[config.mk]
export PLATFORM = sky130hd
export DESIGN_NAME = sbe_ctrl
export DESIGN_NICKNAME = d
export VERILOG_FILES = /design/src/design/sbe_pkg.sv /design/src/design/sbe_ctrl.sv
export SDC_FILE = /design/constraint.sdc
export NUM_CORES = 1
export LEC_CHECK = 0
export ABC_AREA = 1
export BUFFER_PORTS_ARGS = -buffer_cell sky130_fd_sc_hd__buf_2
export CAP_MARGIN = 20
export CORE_AREA = 2 2 47 58
export CTS_CLUSTER_DIAMETER = 100
export DETAILED_ROUTE_END_ITERATION = 8
export DIE_AREA = 0 0 49 60
export PLACE_DENSITY = 0.5
export SYNTH_ARGS = -nofsm -noshare
export SYNTH_HDL_FRONTEND = slang
export SYNTH_SLANG_ARGS = --single-unit
[constraint.sdc]
create_clock -name aclk -period 2.3 [get_ports aclk]
set_input_delay 0.115 -clock aclk [delete_from_list [all_inputs] [get_ports aclk]]
set_output_delay 0.115 -clock aclk [all_outputs]
set_load 0.03 [all_outputs]
[src/design/sbe_pkg.sv]
// Package for the stack bytecode executor: field widths, default sizes,
// command, status and opcode codes, and the controller/datapath interface types.
// Depends on nothing; the top level, controller and datapath refer to it by scoped names.
package sbe_pkg;

    // Default sizes of the stores.
    localparam int CODE_DEPTH_DEF       = 1024;
    localparam int STACK_DEPTH_DEF      = 256;
    localparam int MAX_FRAMES_DEF       = 16;
    localparam int LOCALS_PER_FRAME_DEF = 16;
    localparam int GLOBAL_COUNT_DEF     = 64;

    // Field widths.
    localparam int CFG_W     = 11;
    localparam int CMD_W     = 2;
    localparam int ADDR_W    = 10;
    localparam int WORD_W    = 32;
    localparam int STATUS_W  = 3;
    localparam int PC_W      = 10;
    localparam int S_TDATA_W = 48;
    localparam int M_TDATA_W = 48;

    localparam logic [CFG_W-1:0] CODE_LENGTH_RST = 11'd1024;

    // Request commands.
    localparam logic [CMD_W-1:0] CMD_WRITE = 2'd0;
    localparam logic [CMD_W-1:0] CMD_START = 2'd1;
    localparam logic [CMD_W-1:0] CMD_EXEC  = 2'd2;

    // Result status codes.
    localparam logic [STATUS_W-1:0] ST_OK      = 3'd0;
    localparam logic [STATUS_W-1:0] ST_PRINTED = 3'd1;
    localparam logic [STATUS_W-1:0] ST_EXITED  = 3'd2;
    localparam logic [STATUS_W-1:0] ST_BAD_OP  = 3'd3;
    localparam logic [STATUS_W-1:0] ST_END     = 3'd4;
    localparam logic [STATUS_W-1:0] ST_IDLE    = 3'd5;
    localparam logic [STATUS_W-1:0] ST_FAULT   = 3'd6;
    localparam logic [STATUS_W-1:0] ST_DIVZ    = 3'd7;

    // Opcodes.
    localparam logic [4:0] OP_PUSH   = 5'd0;
    localparam logic [4:0] OP_POP    = 5'd1;
    localparam logic [4:0] OP_STORE  = 5'd2;
    localparam logic [4:0] OP_LOAD   = 5'd3;
    localparam logic [4:0] OP_GSTORE = 5'd4;
    localparam logic [4:0] OP_GLOAD  = 5'd5;
    localparam logic [4:0] OP_ADD    = 5'd6;
    localparam logic [4:0] OP_SUB    = 5'd7;
    localparam logic [4:0] OP_MUL    = 5'd8;
    localparam logic [4:0] OP_DIV    = 5'd9;
    localparam logic [4:0] OP_MOD    = 5'd10;
    localparam logic [4:0] OP_EQ     = 5'd11;
    localparam logic [4:0] OP_NEQ    = 5'd12;
    localparam logic [4:0] OP_LT     = 5'd13;
    localparam logic [4:0] OP_GT     = 5'd14;
    localparam logic [4:0] OP_LTE    = 5'd15;
    localparam logic [4:0] OP_GTE    = 5'd16;
    localparam logic [4:0] OP_NOT    = 5'd17;
    localparam logic [4:0] OP_AND    = 5'd18;
    localparam logic [4:0] OP_OR     = 5'd19;
    localparam logic [4:0] OP_PRINT  = 5'd20;
    localparam logic [4:0] OP_BRF    = 5'd21;
    localparam logic [4:0] OP_BR     = 5'd22;
    localparam logic [4:0] OP_NOOP   = 5'd23;
    localparam logic [4:0] OP_CALL   = 5'd24;
    localparam logic [4:0] OP_RET    = 5'd25;
    localparam logic [4:0] OP_EXIT   = 5'd26;
    localparam logic [WORD_W-1:0] OP_LAST = 32'd26;

    // Where the controller goes next.
    typedef enum logic [2:0] {
        ROUTE_DONE,
        ROUTE_START,
        ROUTE_FETCH,
        ROUTE_DIV,
        ROUTE_COPY
    } route_t;

    // Phase commands from the controller to the datapath.
    typedef struct packed {
        logic take;
        logic start;
        logic fetch;
        logic opnd1;
        logic exec;
        logic div;
        logic copy_rd;
        logic copy_wr;
        logic emit;
    } sbe_ctl_t;

    // Status from the datapath to the controller.
    typedef struct packed {
        route_t take_route;
        route_t exec_route;
        logic   div_done;
        logic   copy_last;
    } sbe_sts_t;

endpackage

[src/design/sbe_ctrl.sv]
// Controller state machine of the stack bytecode executor: request and result
// handshakes and the phase sequence. Depends on sbe_pkg.
module sbe_ctrl (
    input  logic             aclk,
    input  logic             aresetn,
    input  logic             s_tvalid,
    output logic             s_tready,
    output logic             m_tvalid,
    input  logic             m_tready,
    input  sbe_pkg::sbe_sts_t sts,
    output sbe_pkg::sbe_ctl_t ctl
);

    typedef enum logic [8:0] {
        S_IDLE    = 9'b000000001,
        S_START   = 9'b000000010,
        S_FETCH   = 9'b000000100,
        S_OPND1   = 9'b000001000,
        S_EXEC    = 9'b000010000,
        S_DIV     = 9'b000100000,
        S_COPY_RD = 9'b001000000,
        S_COPY_WR = 9'b010000000,
        S_DONE    = 9'b100000000
    } state_t;

    state_t state_reg, state_next;
    logic   m_tvalid_reg, m_tvalid_next;
    logic   out_free;

    assign out_free = !m_tvalid_reg || m_tready;

    always_comb begin
        state_next    = state_reg;
        m_tvalid_next = m_tvalid_reg && !m_tready;
        ctl           = '0;
        s_tready      = 1'b0;
        unique case (state_reg)
            S_IDLE: begin
                s_tready = 1'b1;
                if (s_tvalid) begin
                    ctl.take = 1'b1;
                    unique case (sts.take_route)
                        sbe_pkg::ROUTE_START: state_next = S_START;
                        sbe_pkg::ROUTE_FETCH: state_next = S_FETCH;
                        default:              state_next = S_DONE;
                    endcase
                end
            end
            S_START: begin
                ctl.start  = 1'b1;
                state_next = S_DONE;
            end
            S_FETCH: begin
                ctl.fetch  = 1'b1;
                state_next = S_OPND1;
            end
            S_OPND1: begin
                ctl.opnd1  = 1'b1;
                state_next = S_EXEC;
            end
            S_EXEC: begin
                ctl.exec = 1'b1;
                unique case (sts.exec_route)
                    sbe_pkg::ROUTE_DIV:  state_next = S_DIV;
                    sbe_pkg::ROUTE_COPY: state_next = S_COPY_RD;
                    default:             state_next = S_DONE;
                endcase
            end
            S_DIV: begin
                ctl.div = 1'b1;
                if (sts.div_done) begin
                    state_next = S_DONE;
                end
            end
            S_COPY_RD: begin
                ctl.copy_rd = 1'b1;
                state_next  = S_COPY_WR;
            end
            S_COPY_WR: begin
                ctl.copy_wr = 1'b1;
                state_next  = sts.copy_last ? S_DONE : S_COPY_RD;
            end
            S_DONE: begin
                if (out_free) begin
                    ctl.emit      = 1'b1;
                    m_tvalid_next = 1'b1;
                    state_next    = S_IDLE;
                end
            end
            default: state_next = S_IDLE;
        endcase
    end

    always_ff @(posedge aclk) begin
        if (!aresetn) begin
            state_reg    <= S_IDLE;
            m_tvalid_reg <= 1'b0;
        end else begin
            state_reg    <= state_next;
            m_tvalid_reg <= m_tvalid_next;
        end
    end

    assign m_tvalid = m_tvalid_reg;

endmodule

==> results.yml, run 1 <==
yosys:
  synth_cell_types: 20
  syn_area_per_cell_sq_um: 6.20
  synth_compound_area_frac: 0.0420
  synth_adder_area_share: 0
  synth-seq-cells: 10
  syn_inst: 120
  synth.cell_area_sq_um: 744
  synthSimpleGateAreaFrac: 0.538
  synthMuxAreaShare: 0
  synth_top_family_by_area: "simple AND/OR/NAND/NOR gates"
  ys_seq_area_frac: 0.269
  syn_nets: 132
  synth_xor_area_frac: 0
  yosys_warnings: 0
clock_tree:
  cts_root_buffer: "clkbuf_4"
  cts_resized: 0
  clk_pin_slew_ns: 0.07
  insertion_delay_ns: 0.27
  cts_setup_buffers: 0
  clkSinkCount: 10
  clk_path_buf_depth: 2
  cts_buffers: 3
  ctsHoldBuffers: 0
  htreeDepth: 1
  cts_tree: "done"
global_routing:
  grt_pass1_vias: 774
  grt_use_total: 0.130
  antenna_found_initial: 0
  grt_max_degree: 9
  grt-ovfl-total: 0
  grt_pass1_wl_um: 2950
floorplan:
  num_io_pins: 23
  dieArea_sq_um: 2940
  core_sq_um: 2430
  start_util: 0.307
  rows: 20
  die_w_um: 49
  die_y_um: 60
routing:
  wl_met3_um: 85
  wl_met2_um: 929
  wl_met1_um: 682
  drt_iter0_markers: 13
  drc_errors: 0
  post_drt_wl_per_cell_um: 9.73
  ant_nets: 0
  routed_wl_um: 1730
  highest_layer: "met4"
  firstDrtPassIters: 4
  viasPerCell: 4.39
  num_vias: 781
timing:
  finalSetupTns_ns: 0
  period_needed_ns: 1.57
  max_freq_ghz: 0.639
  maxSlewViolCount: 0
  clock_skew_ns: 0.00657
  slew-limit-headroom: 0.802
  finalHoldViolCount: 0
  setup_viol: 0
  rsz0062_at_grt: "no"
  post-route-period-util: 0.681
  tightest_slew_ns: 0.296
setup_path:
  r2r_cells: 10
  slowest_delay_ns: 0.36
  crit_required_ns: 2.18
  r2r_end: "state_reg[0]"
  crit_slowest_cell: "dfxtp_1"
  crit_top_cell: "nor2_4"
  crit_chain: "nor2_4 -> nand2_2 -> nor2_4 -> nand2_1 -> inv_1 -> buf_2"
  path_buf_inv: 2
  critical-path-top-delay-family: "simple AND/OR/NAND/NOR gates"
  rr_startpoint: "state_reg[0]"
  cp.arrival_ns: 1.45
  crit_type: "flip-flop to primary output"
  cp-end-kind: "primary output"
  crit_fanout: 6
  cp-start-kind: "flip-flop"
  rrSetupSlack_ns: 0.94
power_and_ir_drop:
  internal_power_mw: 0.335
  p_switching_mw: 0.189
  vdd_ir_drop_max_mv: 0.256
  p_leak_nw: 0.547
  p_seq_frac: 0.367
  p_clk_frac: 0.313
  pwr-share-comb: 0.321
  powerDensity_nw_per_um2: 567
  swShare: 0.361
flow_run:
  maxCapViolCount: 0
cells_and_area:
  fillers: 280
  largest_reg_flops: 9
  stdcell_count: 178
  fin_nets: 158
  antennaDiodeCount: 0
  area_delta_synth_final_pct: 24.2
  drive_gt1_frac: 0.324
min_path:
  holdPathStages: 2
  min_to: "state_reg[0]"
  hp-start: "aresetn"
  hold_class: "primary input to flip-flop"
placement:
  dpl.hpwl_um: 1470
  place_congestion: 0.819
  dp.cells: 174
  io_buffers: 22
outcome:
  outcome: "completed"
==> layout make-up <==
cell class | instances | area [sq um] | share of cell area
Multi-Input combinational cell | 81 | 432 | 0.467
Sequential cell | 10 | 200 | 0.217
Timing Repair Buffer | 22 | 110 | 0.119
Inverter | 28 | 105 | 0.114
Tap cell | 33 | 41.3 | 0.0447
Clock buffer | 4 | 36.3 | 0.0392
==> per-layer routing <==
| layer | global-route usage | vias to the layer above |
|---|---|---|
| li1 | - | 410 |
| met1 | 0.128 | 343 |
| met2 | 0.256 | 24 |
| met3 | 0.0225 | 4 |
| met4 | 0.0776 | 0 |
| met5 | 0 | - |
==> Yosys cell counts <==
| cell type | number | area [sq um] |
|---|---|---|
| nand2_4 | 1 | 11.3 |
| nor2_4 | 6 | 67.6 |
| nor4_1 | 3 | 18.8 |
| o21ai_0 | 1 | 5.00 |
| nor2_2 | 3 | 18.8 |
| nand2_1 | 27 | 101 |
| buf_4 | 1 | 7.51 |
| nand3b_2 | 1 | 11.3 |
| nand2_2 | 5 | 31.3 |
| nand3_2 | 2 | 20.0 |
| a21oi_1 | 2 | 10.0 |
| inv_2 | 2 | 7.51 |
| dfxtp_1 | 10 | 200 |
| nand3_1 | 4 | 20.0 |
| o21a_1 | 1 | 7.51 |
| nor3_1 | 4 | 20.0 |
| inv_1 | 26 | 97.6 |
| a21oi_2 | 1 | 8.76 |
| nand4_1 | 2 | 12.5 |
| nor2_1 | 18 | 67.6 |
==> cells in the final DEF (no fill, tap or decap), types with 4 or more instances in the layout <==
master   count
buf_2       22
dfxtp_1     10
inv_1       26
nand2_1     27
nand2_2      5
nand3_1      4
nor2_1      18
nor2_4       6
nor3_1       4
==> power groups by stage <==
stage	registers (mW)	logic, mW	clock network, mW
finish	0.192	0.168	0.164
global route	0.193	0.187	0.177
CTS	0.192	0.169	0.167
detailed placement	0.196	0.169	0
global placement	0.196	0.166	0
floorplan	0.196	0.128	0
==> cells by family after synthesis <==
logic type      after synthesis
flops                        10
simple gates                 76
compound gates                5
buf+inv                      29
==> worst max path at each step <==
| stage | cells past startpoint | slack (ns) | from | end |
|---|---|---|---|---|
| floorplan | 5 | 1.03 | state_reg[7] | ctl[8] |
| global placement | 10 | 0.96 | state_reg[0] | state_reg[0] |
| detailed placement | 10 | 0.93 | state_reg[0] | state_reg[0] |
| CTS | 6 | 0.71 | state_reg[0] | ctl[4] |
| global route | 6 | 0.63 | state_reg[0] | ctl[4] |
| finish | 6 | 0.73 | state_reg[0] | ctl[4] |
==> through the flow <==
stage	worst slack [ns]	hold WS (ns)	power (mW)	util	cell area [sq um]
detailed placement	0.933	0.320	0.365	0.366	888
global route	0.626	0.0294	0.557	0.381	925
floorplan	1.03	0.184	0.324	-	744
CTS	0.714	0.0318	0.529	0.381	925
finish	0.734	0.0281	0.524	0.381	925
global placement	0.964	0.312	0.362	0.366	888
No activity file was read; power rests on OpenSTA's default activity.
==> run 2, diff against run 1 <==
==> config.mk (replaced) <==
export PLATFORM = sky130hd
export DESIGN_NAME = sbe_ctrl
export DESIGN_NICKNAME = d
export VERILOG_FILES = /design/src/design/sbe_pkg.sv /design/src/design/sbe_ctrl.sv
export SDC_FILE = /design/constraint.sdc
export NUM_CORES = 1
export LEC_CHECK = 0
export ABC_AREA = 0
export BUFFER_PORTS_ARGS = -buffer_cell sky130_fd_sc_hd__buf_2
export CAP_MARGIN = 20
export CORE_AREA = 2 2 46 56
export CTS_CLUSTER_DIAMETER = 100
export DETAILED_ROUTE_END_ITERATION = 8
export DIE_AREA = 0 0 48 58
export PLACE_DENSITY = 0.51
export SYNTH_ARGS = -nofsm -noshare
export SYNTH_HDL_FRONTEND = slang
export SYNTH_SLANG_ARGS = --single-unit
==> constraint.sdc (replaced) <==
create_clock -name aclk -period 1.6 [get_ports aclk]
set_input_delay 0.08 -clock aclk [delete_from_list [all_inputs] [get_ports aclk]]
set_output_delay 0.08 -clock aclk [all_outputs]
set_load 0.03 [all_outputs]
==> run 2 against run 1 <==
The run now ends with setup timing left. Highest routed layer unchanged. First-iteration DRC count shrank 62%. Register-to-register slack worse by 0.89 ns. Sequential share of layout area shrank 2.6 points. Global-route usage increased by 4.1 points. Via count increased by 1.2%. Synthesized area is 5.0% lower.
==> results.yml, run 2 <==
outcome:
  outcome: "complete, but fails checks"
  violations: "setup timing"
yosys:
  synthTopCellsByArea: "dfxtp_1, nor2_1, nor3b_1"
  synth.cell_area_sq_um: 707
  syn_area_per_cell_sq_um: 8.52
  synth_cell_types: 44
  synthSimpleGateAreaFrac: 0.453
  synth-seq-cells: 10
  yosys_warnings: 0
  syn_nets: 95
  synth_edf_count: 0
  synth_top_family_by_area: "simple AND/OR/NAND/NOR gates"
  synth_compound_area_frac: 0.179
  syn_inst: 83
  synthTopCellsByCount: "dfxtp_1, nor2_1, inv_1"
  synth_largest_area_cell: "dfxtp_1"
  synthMuxAreaShare: 0
  synth_top_area_frac: 0.283
  synth-async-reset-ratio: 0
  synth_xor_area_frac: 0.0248
  synth_adder_area_share: 0
  ys_seq_area_frac: 0.283
  synth_top_flop_cell: "dfxtp_1"
setup_path:
  cp-end-kind: "primary output"
  crit_fanout: 4
  r2r_cells: 6
  cp-start-kind: "flip-flop"
  crit_type: "flip-flop to primary output"
  crit_slowest_cell: "dfxtp_4"
  r2r_end: "state_reg[0]"
  crit_chain: "nor3_4 -> nand3_2 -> nor4b_4 -> buf_4"
  rrSetupSlack_ns: 0.05
  crit_required_ns: 1.52
  slowest_delay_ns: 0.36
  cp.arrival_ns: 1.56
  rr_startpoint: "state_reg[5]"
global_routing:
  antenna_found_initial: 0
  grt_pass1_wl_um: 3310
  grt-ovfl-total: 0
  grt_max_degree: 10
  grt_use_total: 0.171
  grt_pass1_vias: 761
placement:
  dpl.hpwl_um: 1420
  dp.cells: 141
  postPlaceCellArea_sq_um: 922
  pre_cts_ws_ns: 0.0458
  place_congestion: 0.797
  io_buffers: 22
floorplan:
  dieArea_sq_um: 2780
  num_io_pins: 23
  die_w_um: 48
  start_util: 0.313
  core_sq_um: 2260
  die_y_um: 58
  rows: 19
cells_and_area:
  stdcell_count: 153
  drive_gt1_frac: 0.516
  mostFrequentLayoutCell: "buf_4"
  fin_nets: 136
  layout_common_cells: "buf_4, buf_2, nor2_1, buf_6, dfxtp_1"
  fin_util: 0.493
  design_area_sq_um: 1110
  largest_reg_flops: 9
  fillers: 224
  area_delta_synth_final_pct: 57.3
  antennaDiodeCount: 0
routing:
  ant_nets: 0
  viasPerCell: 5.16
  post_drt_wl_per_cell_um: 12.9
  drt_iter0_markers: 5
  firstDrtPassIters: 4
  drc_errors: 0
  num_vias: 790
  routed_wl_um: 1970
timing:
  setup_viol: 4
  post-route-period-util: 1.02
  finalHoldViolCount: 0
  rsz0062_at_grt: "yes"
  max_freq_ghz: 0.610
  clock_skew_ns: 0.00569
  holdWs_ns: 0.00421
  tightest_slew_ns: 0.306
  maxSlewViolCount: 0
  finalSetupTns_ns: -0.0765
  slew-limit-headroom: 0.793
  period_needed_ns: 1.64
  finalWorstSetupSlack_ns: -0.0393
power_and_ir_drop:
  pwr-share-comb: 0.377
  swShare: 0.353
  p_leak_nw: 0.449
  internal_power_mw: 0.468
  vdd_ir_drop_max_mv: 0.444
  p_switching_mw: 0.256
  power.total_mw: 0.723
  p_clk_frac: 0.247
  powerDensity_nw_per_um2: 650
  p_seq_frac: 0.376
clock_tree:
  clkSinkCount: 10
  cts_buffers: 3
  cts_tree: "done"
  clk_pin_slew_ns: 0.07
  htreeDepth: 1
  insertion_delay_ns: 0.27
  clk_path_buf_depth: 2
  cts_root_buffer: "clkbuf_4"
min_path:
  hold_class: "primary input to flip-flop"
  holdPathStages: 2
  min_to: "state_reg[1]"
  hp-start: "sts[6]"
flow_run:
  maxCapViolCount: 0
==> run 2: cell count changes after synthesis, moves of 3 or more <==
| cell | delta |
|---|---|
| nor2_1 | -8 |
| nand3_1 | -3 |
| nor3b_1 | +4 |
| nor2_4 | -6 |
| nand2_2 | -4 |
| nand2_1 | -25 |
| inv_1 | -21 |
| and3_1 | +3 |
==> run 2: cells by family after synthesis <==
group           Yosys count
buf+inv                   8
simple gates             45
compound gates           18
xor+xnor                  2
flops                    10
==> run 2: final cells by class <==
class,count,area [sq um],area share
multi-input cells,65,533,0.479
flip-flops and latches,10,211,0.190
repair buffers,39,288,0.259
clock buffers,3,22.5,0.0202
inverters,5,18.8,0.0169
well taps,31,38.8,0.0349
==> run 2: repair_timing <==
| item | 4_1_cts | 5_1_grt |
|---|---|---|
| resized for setup | 17 | 14 |
| buffers inserted | 6 | 2 |
| pin swaps | 11 | 11 |
| hold buffers | 0 | 1 |
| setup endpoints to repair | 8 | 17 |
| hold endpoints to repair | 0 | 1 |
==> run 2: worst max path at each step <==
stage | startpoint | slack (ns) | depth (start not counted) | end
2_1_floorplan | state_reg[1] | -0.06 | 6 | state_reg[0]
3_3_place_gp | state_reg[5] | 0.06 | 4 | state_reg[4]
3_5_place_dp | state_reg[5] | 0.05 | 4 | state_reg[3]
4_1_cts | state_reg[8] | -0.02 | 4 | ctl[1]
5_1_grt | state_reg[5] | -0.15 | 4 | ctl[1]
6_report | state_reg[5] | -0.04 | 4 | ctl[1]
==> run 2: power groups by stage <==
stage                     Combinational [mW]  Clock, mW  Sequential, mW
after global placement                 0.227          0           0.280
final                                  0.273      0.178           0.272
after floorplan                        0.146          0           0.283
after global routing                   0.299      0.200           0.273
after CTS                              0.251      0.180           0.270
after detailed placement               0.229          0           0.279
==> run 2: metal layers <==
metal | vias to the layer above | routed length, um | GRT usage
li1 | 388 | - | -
met4 | 0 | 65 | 0.124
met3 | 6 | 61 | 0.0312
met1 | 378 | 810 | 0.207
met2 | 18 | 1030 | 0.261
met5 | - | 0 | 0
==> run 2: critical path, delay by kind of cell, from the launching register on <==
kind	cells	cell delay [ns]
AND/OR/NAND/NOR	3	0.71
buffers and inverters	1	0.22
flip-flops	1	0.36
==> run 3, diff against run 2 <==
--- a/config.mk
+++ b/config.mk
@@ -8,11 +8,11 @@
 export ABC_AREA = 0
 export BUFFER_PORTS_ARGS = -buffer_cell sky130_fd_sc_hd__buf_2
 export CAP_MARGIN = 20
-export CORE_AREA = 2 2 46 56
+export CORE_AREA = 2 2 50 52
 export CTS_CLUSTER_DIAMETER = 100
 export DETAILED_ROUTE_END_ITERATION = 8
-export DIE_AREA = 0 0 48 58
-export PLACE_DENSITY = 0.51
+export DIE_AREA = 0 0 52 54
+export PLACE_DENSITY = 0.53
 export SYNTH_ARGS = -nofsm -noshare
 export SYNTH_HDL_FRONTEND = slang
 export SYNTH_SLANG_ARGS = --single-unit
==> constraint.sdc (replaced) <==
create_clock -name aclk -period 1.4 [get_ports aclk]
set_input_delay 0.07 -clock aclk [delete_from_list [all_inputs] [get_ports aclk]]
set_output_delay 0.07 -clock aclk [all_outputs]
set_load 0.03 [all_outputs]
==> run 3 against run 2 <==
The run ends with hold timing, setup timing left. Sequential power is 14% higher. Register-to-register slack got worse by 0.28 ns. Clock power is 52% higher. Worst hold slack lost 0.0045 ns. Combinational power grew 86%. Total power increased by 51%. First-iteration DRC count rose to 5.0 times the previous value. Design area grew 25%. Critical endpoint is now ctl[8]. Largest power group unchanged. Highest routed layer unchanged.
==> results.yml, run 3 (synthesis results as in run 2) <==
global_routing:
  grt_pass1_vias: 742
  antenna_found_initial: 0
  grt_max_degree: 10
  grt_use_total: 0.154
  grt_pass1_wl_um: 3230
  grt-ovfl-total: 0
clock_tree:
  clk_path_buf_depth: 2
  clkSinkCount: 10
  insertion_delay_ns: 0.27
  cts_buffers: 3
  cts_tree: "done"
  htreeDepth: 1
  clk_pin_slew_ns: 0.08
  cts_root_buffer: "clkbuf_4"
cells_and_area:
  multi_input_area_sq_um: 612
  fin_nets: 154
  fillers: 201
  stdcell_count: 171
  layout_common_cells: "buf_4, buf_6, buf_2, nor2_1"
  area_delta_synth_final_pct: 96.6
  largest_reg_flops: 9
  design_area_sq_um: 1390
  seq_area_sq_um: 218
  mostFrequentLayoutCell: "buf_4"
  antennaDiodeCount: 0
  drive_gt1_frac: 0.660
floorplan:
  die_y_um: 54
  start_util: 0.305
  num_io_pins: 23
  dieArea_sq_um: 2810
  core_sq_um: 2320
  die_w_um: 52
  rows: 18
routing:
  drt_iter0_markers: 25
  ant_nets: 0
  viasPerCell: 5.10
  drc_errors: 0
  routed_wl_um: 2290
  post_drt_wl_per_cell_um: 13.4
  firstDrtPassIters: 4
  num_vias: 872
setup_path:
  crit_slowest_cell: "dfxtp_4"
  r2r_end: "state_reg[8]"
  crit_chain: "nor3_4 -> buf_4 -> nand4_1 -> buf_4 -> nor2_4 -> buf_6"
  cp-start-kind: "flip-flop"
  crit_type: "flip-flop to primary output"
  crit_top_cell: "buf_4"
  critical-path-top-delay-family: "simple AND/OR/NAND/NOR gates"
  rr_startpoint: "state_reg[5]"
  cp-end-kind: "primary output"
  cp.arrival_ns: 1.66
  crit_fanout: 5
  crit_required_ns: 1.33
  slowest_delay_ns: 0.36
  r2r_cells: 7
  rrSetupSlack_ns: -0.23
  path_buf_inv: 3
power_and_ir_drop:
  power.total_mw: 1.09
  pwr-share-comb: 0.467
  p_seq_frac: 0.286
  p_clk_frac: 0.248
  internal_power_mw: 0.726
  p_leak_nw: 0.557
  p_switching_mw: 0.363
  swShare: 0.333
  powerDensity_nw_per_um2: 783
  vdd_ir_drop_max_mv: 0.534
timing:
  finalHoldViolCount: 1
  slew-limit-headroom: 0.808
  holdWs_ns: -0.000322
  rsz0062_at_grt: "yes"
  period_needed_ns: 1.73
  clock_skew_ns: 0.00307
  finalWorstSetupSlack_ns: -0.334
  tightest_slew_ns: 0.283
  finalSetupTns_ns: -4.08
  setup_viol: 19
  maxSlewViolCount: 0
  post-route-period-util: 1.24
  max_freq_ghz: 0.577
placement:
  postPlaceCellArea_sq_um: 1020
  pre_cts_ws_ns: -0.116
  place_congestion: 0.744
  io_buffers: 22
  dpl.hpwl_um: 1550
  dp.cells: 151
min_path:
  hp-start: "sts[5]"
  min_to: "state_reg[2]"
  holdPathStages: 2
  hold_class: "primary input to flip-flop"
outcome:
  violations: "hold timing, setup timing"
  outcome: "complete, but fails checks"
flow_run:
  maxCapViolCount: 0
## run 3: cell count changes in the layout (fill, tap and decap cells not counted), moves of 2 or more
cell / delta
buf_6: +11
buf_4: +7
dfxtp_4: +2
nand2_4: +2
nor2_1: -2
nor3b_1: -2
nor3b_4: +2
## run 3: final cells by class
cell class | instances | area share
Multi-Input combinational cell | 65 | 0.440
Timing Repair Buffer | 57 | 0.334
Sequential cell | 10 | 0.157
Tap cell | 30 | 0.0270
Clock buffer | 4 | 0.0261
Inverter | 5 | 0.0162
## run 3: how the worst max path moves through the flow
| stage | from | end | slack (ns) | cells after the start |
|---|---|---|---|---|
| 4_1_cts | state_reg[8] | ctl[2] | -0.31 | 5 |
| 6_report | state_reg[5] | ctl[8] | -0.33 | 6 |
| 5_1_grt | state_reg[5] | ctl[8] | -0.41 | 6 |
| 3_5_place_dp | state_reg[5] | state_reg[0] | -0.12 | 5 |
| 3_3_place_gp | state_reg[5] | state_reg[0] | -0.09 | 5 |
| 2_1_floorplan | state_reg[1] | state_reg[0] | -0.26 | 6 |
## run 3: metrics by stage
stage / hold slack [ns] / utilization
global route: -0.00145 / 0.599
finish: -0.000322 / 0.599
floorplan: 0.146 / -
CTS: 0.00485 / 0.536
detailed placement: 0.276 / 0.438
global placement: 0.272 / 0.438
## run 3: power by group through the flow
| stage | combinational, mW | clock (mW) | sequential, mW |
|---|---|---|---|
| after floorplan | 0.168 | 0 | 0.323 |
| after global placement | 0.310 | 0 | 0.320 |
| after CTS | 0.432 | 0.270 | 0.310 |
| after global routing | 0.541 | 0.286 | 0.312 |
| final | 0.508 | 0.270 | 0.311 |
| after detailed placement | 0.314 | 0 | 0.320 |
## run 3: layer usage
| layer | vias up | global-route usage | share of wire |
|---|---|---|---|
| li1 | 425 | - | - |
| met1 | 418 | 0.199 | 0.46 |
| met2 | 27 | 0.266 | 0.50 |
| met4 | 0 | 0.0570 | 0.0044 |
| met3 | 2 | 0.0167 | 0.037 |
| met5 | - | 0 | 0 |
## run 3: what timing repair did
| item | CTS | global route |
|---|---|---|
| endpoints found under the setup margin | 18 | 19 |
| hold endpoints to repair | 1 | 0 |
| buffers inserted | 9 | 6 |
| hold buffers | 1 | 0 |
| resized for setup | 33 | 23 |
| pin swaps | 20 | 9 |
